<file path="config.mk">
export PLATFORM = sky130hd
export DESIGN_NAME = indexed_insert_delete_array
export DESIGN_NICKNAME = d
export VERILOG_FILES = /design/src/design/iida_pkg.sv /design/src/design/iida_ctrl.sv /design/src/design/iida_dp.sv /design/src/design/indexed_insert_delete_array.sv
export VERILOG_INCLUDE_DIRS = /design/src /design/src/design
export SDC_FILE = /design/constraint.sdc
export NUM_CORES = 2
export LEC_CHECK = 0
export BUFFER_PORTS_ARGS = -buffer_cell sky130_fd_sc_hd__buf_4
export CAP_MARGIN = 20
export CORE_ASPECT_RATIO = 1.5
export CORE_MARGIN = 5
export CORE_UTILIZATION = 60
export DETAILED_ROUTE_END_ITERATION = 8
export GPL_TIMING_DRIVEN = 1
export PLACE_DENSITY_LB_ADDON = 0.1
export SLEW_MARGIN = 20
export SYNTH_ARGS = -nofsm -noshare
export SYNTH_HDL_FRONTEND = slang
export SYNTH_SLANG_ARGS = --single-unit
</file>
<file path="constraint.sdc">
create_clock -name clk_i -period 7.9 [get_ports clk_i]
set_input_delay 0.395 -clock clk_i [delete_from_list [all_inputs] [get_ports clk_i]]
set_output_delay 0.395 -clock clk_i [all_outputs]
set_load 0.005 [all_outputs]
</file>
<file path="src/design/indexed_insert_delete_array_assert.svh">
// Assertion macros used by the top level of the indexed insert/delete array.
`ifndef INDEXED_INSERT_DELETE_ARRAY_ASSERT_SVH
`define INDEXED_INSERT_DELETE_ARRAY_ASSERT_SVH

// The consequent must hold in the same cycle as the antecedent.
`define IIDA_ASSERT_SAME(label, clk, rst_n, ante, cons) \
  label: assert property (@(posedge clk) disable iff (!rst_n) (ante) |-> (cons)) \
    else $error("assertion failed in the indexed insert/delete array");

// The consequent must hold in the cycle after the antecedent.
`define IIDA_ASSERT_NEXT(label, clk, rst_n, ante, cons) \
  label: assert property (@(posedge clk) disable iff (!rst_n) (ante) |=> (cons)) \
    else $error("assertion failed in the indexed insert/delete array");

`endif

</file>
<file path="src/design/iida_pkg.sv">
// Package with sizes, codes and beat types of the indexed insert/delete array.
package iida_pkg;

  localparam int DEPTH     = 16;
  localparam int WORD_BITS = 32;

  localparam int REQ_TYPE_W = 3;
  localparam int INDEX_W    = 5;
  localparam int VALUE_W    = 32;
  localparam int COUNT_W    = 5;
  localparam int LENGTH_W   = 5;
  localparam int STATUS_W   = 2;

  localparam int ADDR_W = (DEPTH > 1) ? $clog2(DEPTH) : 1;
  localparam int CNT_W  = $clog2(DEPTH + 1);
  localparam int CMP_W  = ((CNT_W > INDEX_W) ? CNT_W : INDEX_W) + 1;

  typedef enum logic [REQ_TYPE_W-1:0] {
    REQ_READ   = 3'd0,
    REQ_SET    = 3'd1,
    REQ_INSERT = 3'd2,
    REQ_REMOVE = 3'd3,
    REQ_CLEAR  = 3'd4
  } req_type_e;

  typedef enum logic [STATUS_W-1:0] {
    ST_OK    = 2'd0,
    ST_RANGE = 2'd1,
    ST_FULL  = 2'd2
  } status_e;

  typedef logic [WORD_BITS-1:0] word_t;

  typedef struct packed {
    logic [REQ_TYPE_W-1:0] req_type;
    logic [INDEX_W-1:0]    index;
    logic [VALUE_W-1:0]    value;
    logic [COUNT_W-1:0]    count;
    logic                  last_in_run;
  } req_t;

  typedef struct packed {
    logic [VALUE_W-1:0]  read_value;
    logic [LENGTH_W-1:0] length_now;
    logic [STATUS_W-1:0] status;
    logic                run_done;
  } result_t;

  typedef struct packed {
    logic accept;
    logic step;
  } cmd_t;

  typedef struct packed {
    logic multi;
    logic last;
  } stat_t;

  function automatic word_t word_from_value(logic [VALUE_W-1:0] v);
    logic [63:0] v64;
    v64 = 64'(v);
    return v64[WORD_BITS-1:0];
  endfunction

  function automatic logic [VALUE_W-1:0] value_from_word(word_t w);
    logic [63:0] w64;
    w64 = 64'(w);
    return w64[VALUE_W-1:0];
  endfunction

endpackage

</file>
<file path="src/design/iida_ctrl.sv">
// Controller state machine of the indexed insert/delete array.
module iida_ctrl (
  input  logic           clk_i,
  input  logic           rst_ni,
  input  logic           start_i,
  input  iida_pkg::stat_t stat_i,
  output iida_pkg::cmd_t  cmd_o,
  output logic           busy_o,
  output logic           done_o
);

  typedef enum logic {
    S_IDLE,
    S_SHIFT
  } state_e;

  state_e state_q;
  logic   done_q;

  always_comb begin
    cmd_o.accept = start_i && (state_q == S_IDLE);
    cmd_o.step   = (state_q == S_SHIFT);
  end

  assign busy_o = (state_q == S_SHIFT);
  assign done_o = done_q;

  always_ff @(posedge clk_i or negedge rst_ni) begin
    if (!rst_ni) begin
      state_q <= S_IDLE;
      done_q  <= 1'b0;
    end else begin
      done_q <= 1'b0;
      unique case (state_q)
        S_IDLE: begin
          if (start_i) begin
            if (stat_i.multi) begin
              state_q <= S_SHIFT;
            end else begin
              done_q <= 1'b1;
            end
          end
        end
        S_SHIFT: begin
          if (stat_i.last) begin
            state_q <= S_IDLE;
            done_q  <= 1'b1;
          end
        end
        default: state_q <= S_IDLE;
      endcase
    end
  end

endmodule

</file>
<file path="src/design/iida_dp.sv">
// Datapath of the indexed insert/delete array: element cells, length and result.
module iida_dp (
  input  logic               clk_i,
  input  logic               rst_ni,
  input  iida_pkg::req_t     req_i,
  input  iida_pkg::cmd_t     cmd_i,
  output iida_pkg::stat_t    stat_o,
  output iida_pkg::result_t  result_o
);

  iida_pkg::word_t elem_q [iida_pkg::DEPTH];
  iida_pkg::word_t elem_d [iida_pkg::DEPTH];

  logic [iida_pkg::CNT_W-1:0]    fill_q, fill_d;
  logic [iida_pkg::ADDR_W-1:0]   idx_q;
  logic [iida_pkg::CNT_W-1:0]    rem_q;
  logic [iida_pkg::VALUE_W-1:0]  rd_q;
  logic [iida_pkg::STATUS_W-1:0] st_q;
  logic                          run_q;

  logic [iida_pkg::CMP_W-1:0]    idx_c, cnt_c, fill_c, depth_c;
  logic [iida_pkg::ADDR_W-1:0]   widx;
  iida_pkg::word_t               word;
  logic [iida_pkg::VALUE_W-1:0]  rd_d;
  logic [iida_pkg::STATUS_W-1:0] st_d;
  logic                          run_d;
  logic                          wr_set, wr_ins, grow, do_clear, multi;

  always_comb begin
    idx_c   = iida_pkg::CMP_W'(req_i.index);
    cnt_c   = iida_pkg::CMP_W'(req_i.count);
    fill_c  = iida_pkg::CMP_W'(fill_q);
    depth_c = iida_pkg::CMP_W'(iida_pkg::DEPTH);
    widx    = idx_c[iida_pkg::ADDR_W-1:0];
    word    = iida_pkg::word_from_value(req_i.value);
    rd_d     = '0;
    st_d     = iida_pkg::ST_OK;
    run_d    = 1'b0;
    wr_set   = 1'b0;
    wr_ins   = 1'b0;
    grow     = 1'b0;
    do_clear = 1'b0;
    multi    = 1'b0;
    unique case (req_i.req_type)
      iida_pkg::REQ_READ: begin
        if (idx_c < fill_c) begin
          rd_d = iida_pkg::value_from_word(elem_q[widx]);
        end else begin
          st_d = iida_pkg::ST_RANGE;
        end
      end
      iida_pkg::REQ_SET: begin
        if (idx_c < fill_c) begin
          wr_set = 1'b1;
        end else if (idx_c == fill_c) begin
          if (fill_c >= depth_c) begin
            st_d = iida_pkg::ST_FULL;
          end else begin
            wr_set = 1'b1;
            grow   = 1'b1;
          end
        end else begin
          st_d = iida_pkg::ST_RANGE;
        end
      end
      iida_pkg::REQ_INSERT: begin
        run_d = req_i.last_in_run;
        if (idx_c > fill_c) begin
          st_d = iida_pkg::ST_RANGE;
        end else if (fill_c >= depth_c) begin
          st_d = iida_pkg::ST_FULL;
        end else begin
          wr_ins = 1'b1;
          grow   = 1'b1;
        end
      end
      iida_pkg::REQ_REMOVE: begin
        if (idx_c + cnt_c > fill_c) begin
          st_d = iida_pkg::ST_RANGE;
        end else begin
          multi = (cnt_c != '0);
        end
      end
      iida_pkg::REQ_CLEAR: begin
        do_clear = 1'b1;
      end
      default: begin
        st_d = iida_pkg::ST_RANGE;
      end
    endcase
  end

  always_comb begin
    elem_d = elem_q;
    fill_d = fill_q;
    if (cmd_i.accept) begin
      if (wr_ins) begin
        for (int i = 1; i < iida_pkg::DEPTH; i++) begin
          if (iida_pkg::CMP_W'(i) > idx_c) begin
            elem_d[i] = elem_q[i-1];
          end
        end
      end
      if (wr_set || wr_ins) begin
        elem_d[widx] = word;
      end
      if (grow) begin
        fill_d = fill_q + 1'b1;
      end else if (do_clear) begin
        fill_d = '0;
      end
    end else if (cmd_i.step) begin
      for (int i = 0; i < iida_pkg::DEPTH - 1; i++) begin
        if (iida_pkg::ADDR_W'(i) >= idx_q) begin
          elem_d[i] = elem_q[i+1];
        end
      end
      fill_d = fill_q - 1'b1;
    end
  end

  always_ff @(posedge clk_i) begin
    elem_q <= elem_d;
    if (cmd_i.accept) begin
      rd_q  <= rd_d;
      st_q  <= st_d;
      run_q <= run_d;
      idx_q <= widx;
    end
  end

  always_ff @(posedge clk_i or negedge rst_ni) begin
    if (!rst_ni) begin
      fill_q <= '0;
      rem_q  <= '0;
    end else begin
      fill_q <= fill_d;
      if (cmd_i.accept) begin
        rem_q <= cnt_c[iida_pkg::CNT_W-1:0];
      end else if (cmd_i.step) begin
        rem_q <= rem_q - 1'b1;
      end
    end
  end

  always_comb begin
    stat_o.multi = multi;
    stat_o.last  = (rem_q == iida_pkg::CNT_W'(1));
  end

  always_comb begin
    result_o.read_value = rd_q;
    result_o.length_now = iida_pkg::LENGTH_W'(fill_q);
    result_o.status     = st_q;
    result_o.run_done   = run_q;
  end

endmodule

</file>
<file path="src/design/indexed_insert_delete_array.sv">
// Top level of the indexed insert/delete array: controller, datapath and checks.
//
// A request beat is taken at a rising edge where start_i is high and busy_o
// is low; req_i carries the request type, index, value, remove count and
// the last-in-run mark. Every request returns exactly one result beat on
// result_o, marked by done_o for a single cycle, and the receiver cannot
// hold it off.
// Read, set or append, insert, clear and failed requests give their result
// one cycle after the request beat, and busy_o stays low, so one request
// per cycle is accepted.
// A remove of count elements that passes the bounds check shifts the tail
// down one position per cycle: busy_o is high for count cycles and the
// result appears count + 1 cycles after the request beat.
// A new request may be accepted in the cycle that shows a result.
// Reset empties the array; element words are not cleared and cannot be
// read before they are written.
`include "indexed_insert_delete_array_assert.svh"

module indexed_insert_delete_array (
  input  logic               clk_i,
  input  logic               rst_ni,
  input  logic               start_i,
  input  iida_pkg::req_t     req_i,
  output logic               busy_o,
  output logic               done_o,
  output iida_pkg::result_t  result_o
);

  iida_pkg::cmd_t  cmd;
  iida_pkg::stat_t stat;

  iida_ctrl u_ctrl (
    .clk_i   (clk_i),
    .rst_ni  (rst_ni),
    .start_i (start_i),
    .stat_i  (stat),
    .cmd_o   (cmd),
    .busy_o  (busy_o),
    .done_o  (done_o)
  );

  iida_dp u_dp (
    .clk_i    (clk_i),
    .rst_ni   (rst_ni),
    .req_i    (req_i),
    .cmd_i    (cmd),
    .stat_o   (stat),
    .result_o (result_o)
  );

  `IIDA_ASSERT_SAME(a_no_result_while_busy, clk_i, rst_ni, done_o, !busy_o)
  `IIDA_ASSERT_NEXT(a_single_cycle_result, clk_i, rst_ni, start_i && !busy_o && (req_i.req_type != iida_pkg::REQ_REMOVE), done_o && !busy_o)
  `IIDA_ASSERT_SAME(a_busy_after_request, clk_i, rst_ni, $rose(busy_o), $past(start_i) && !done_o)
  `IIDA_ASSERT_NEXT(a_clear_empties, clk_i, rst_ni, start_i && !busy_o && (req_i.req_type == iida_pkg::REQ_CLEAR), result_o.length_now == '0)

endmodule
</file>
==> flow_summary.toml <==
[logic_synthesis]
synth-seq-cells = 563
syn_area_per_cell_um2 = 9.61
synthTopCellsByCount = "nand2_1 (887), o21ai_0 (625), edfxtp_1 (551), clkbuf_1 (264), o21ai_1 (198)"
synth_top_cells_by_area = "edfxtp_1 (45%), mux4_2 (9.7%), nand2_1 (9.0%), o21ai_0 (8.5%), a211oi_1 (3.8%)"
yosysMostFrequentCell = "nand2_1"
yosysUniqueCellTypes = 74
yosysTopAreaCell = "edfxtp_1"
synthXorXnorAreaFrac = 0.00166
synthCells = 3848
synth_top_area_share = 0.447
synth_ff_type = "edfxtp_1"
synth_edf_count = 551
syn-num-nets = 3918
synthSimpleGateAreaFrac = 0.163
yosys_warnings = 0
synthArstFlopShare = 0.0213
synth_top_family_by_area = "compound AO/OA/AOI/OAI gates"
yosys.area_share.adder = 0.00731
synth_area_mm2 = 0.0370
yosysSeqAreaShare = 0.455
synth_compound_area_frac = 0.202
synth_mux_area_frac = 0.126

[clock_network]
cts_made_buffers = 56
cts.reportedPaths.clkPinSlew_ns = 0.06
cts_sinks = 563
cts-resized-gates = 0
cts.htree.levels = 2
post_cts_buffers = 0
cts-root-buf = "clkbuf_16"
clk_path_buf_depth = 3
clk_latency_ns = 0.64
cts_tree = "yes"

[job]
cap_viol_max_count = 0

[sta]
rsz0062_at_grt = "false"
tightest_slew_ns = 1.17
final_hold_viol_count = 0
min_period_ns = 4.33
max_slew_margin = 0.219
fin_crit_sh = 0.549
fmax_ghz = 0.231
finalSetupTns_ns = 0
fin_ws_ns = 3.57
skew_ns = 0.0125
drv_slew = 0
setup_violations = 0

[layout]
area_growth_pct = 7.85
final_nets = 3768
layout-drive-gt1-share = 0.135
stdcell_count = 4535

[route]
routedWlPerCell_um = 26.4
drtIter0Drc = 5212
drcViolationCount = 0
num_vias = 31896
drtPass1Iterations = 6
via_per_inst = 7.03
routed_wl_um = 120000
antenna_left = 0

[global_route]
grt_pass1_wl_um = 184000
grt_max_degree = 234
gr-total-overflow = 0
antenna_found_initial = 5
grt.total_usage = 0.348
grt_pass1_vias = 30787

[power_and_ir_drop]
p_sw_uw = 5630
p_clk_frac = 0.191
combPwrFrac = 0.357
p_int_uw = 9200
sequentialPowerShare = 0.452
power.density_mw_per_mm2 = 372
p_sw_frac = 0.380
peakVddDrop_mv = 0.262
p_leak_uw = 0.0149
total_power_uw = 14800

[placed_design]
place_congestion = 0.929
dp_cells = 4429
place.port_buffers = 90
hpwlAfterDp_um = 75100
post-place-ws_ns = 3.54

[floorplan]
die-area_mm2 = 0.0668
start_util = 0.605
coreArea_mm2 = 0.0611
dieWidth_um = 213
chipHeight_um = 314
num_rows = 111
top_level_ports = 91

[critical_path]
critPathKind = "flop to flop"
path_max_fanout = 68
cp.arrival_ns = 4.46
cp-end-kind = "flop"
worstPathRequired_ns = 8.03
critPathLaunchType = "flop"

[worst_hold_path]
hold_class = "input port to flop"

[outcome]
status = "complete, no violations"
-- worst max-delay path: stages, from the launching register on --
cell     delay, ns
dfrtp_1       0.33
buf_4         0.27
inv_1         0.18
nand2_4       0.53
buf_4         0.74
buf_4         0.78
nand2_2       0.86
-- routing by layer --
layer / global-route usage / part of all wire / up-vias
met1: 0.497 / 0.39 / 15262
met4: 0.120 / 0.031 / 4
met5: 0 / 0.00028 / -
met3: 0.0696 / 0.12 / 330
li1: - / - / 13978
met2: 0.538 / 0.46 / 2322
-- flip-flops by register name, summed over array words and instances (netlist names) --
name,count
u_dp.elem_q,512
u_dp.rd_q,32
u_dp.fill_q,5
u_dp.rem_q,5
u_dp.idx_q,4
u_dp.st_q,2
u_ctrl.busy_o,1
u_ctrl.done_o,1
u_dp.run_q,1
-- cell families after synthesis --
group                      after synthesis
AOI/OAI and AO/OA                     1272
adders and majority gates               21
muxes                                  260
buffers and inverters                  389
xor gates and xnor gates                 7
and+or+nand+nor                       1336
DFF                                    563
-- cells in the final DEF, fill, tap and decap left out, drive strengths merged, types with 33 or more instances in the layout --
cell type,instances
nand3,107
nor2b,196
mux2i,69
mux4,160
and3,51
a21oi,96
and2,41
a22o,33
clkbuf,73
buf,162
a211oi,193
nand2,888
o221ai,65
o21ai,824
edfxtp,551
-- metrics by stage --
| stage | area, um^2 | util | hold WS, ns |
|---|---|---|---|
| after CTS | 39800 | 0.652 | 0.0348 |
| final | 39900 | 0.653 | 0.0673 |
| after detailed placement | 38000 | 0.621 | 0.255 |
| after global placement | 37900 | 0.620 | 0.253 |
| after global routing | 39900 | 0.653 | 0.0567 |
| after floorplan | 37000 | - | 0.0994 |
-- power by group through the flow --
stage | Sequential, uW | Clock [uW] | Combinational, uW
after floorplan | 6170 | 0 | 3810
after global placement | 6560 | 0 | 4890
after detailed placement | 6660 | 0 | 5130
after CTS | 6620 | 2850 | 5170
after global routing | 6850 | 2970 | 5770
final | 6710 | 2830 | 5290
-- worst paths after layout --
| path | start | endpoint | slack (ns) | depth (start not counted) |
|---|---|---|---|---|
| max in group asynchronous | rst_ni | u_dp.rem_q[4] | 7.57 | 2 |
| worst min-delay path | req_i[1] | u_dp.rem_q[0] | 0.07 | 3 |
| worst max register to register | u_ctrl.busy_o | u_dp.elem_q[387] | 3.57 | 6 |
| worst min register to register | u_dp.rem_q[0] | u_dp.rem_q[0] | 0.58 | 1 |
| min in group asynchronous | rst_ni | u_dp.fill_q[0] | 0.14 | 2 |
| worst max-delay path | u_ctrl.busy_o | u_dp.elem_q[387] | 3.57 | 6 |
-- repair_timing --
action / in CTS / in global routing
endpoints found under the setup margin: 0 / 0
hold buffers: 1 / 0
endpoints found under the hold margin: 12 / 0
-- layout make-up --
class | instances | area, um^2
Fill cell | 4893 | 21200
Multi-Input combinational cell | 2896 | 18800
Sequential cell | 563 | 16800
Clock buffer | 72 | 1540
Timing Repair Buffer | 164 | 1350
Tap cell | 791 | 990
Clock inverter | 29 | 333
Inverter | 17 | 71.3
Antenna cell | 3 | 7.51
Note: power is estimated with default switching activity, not from simulation.
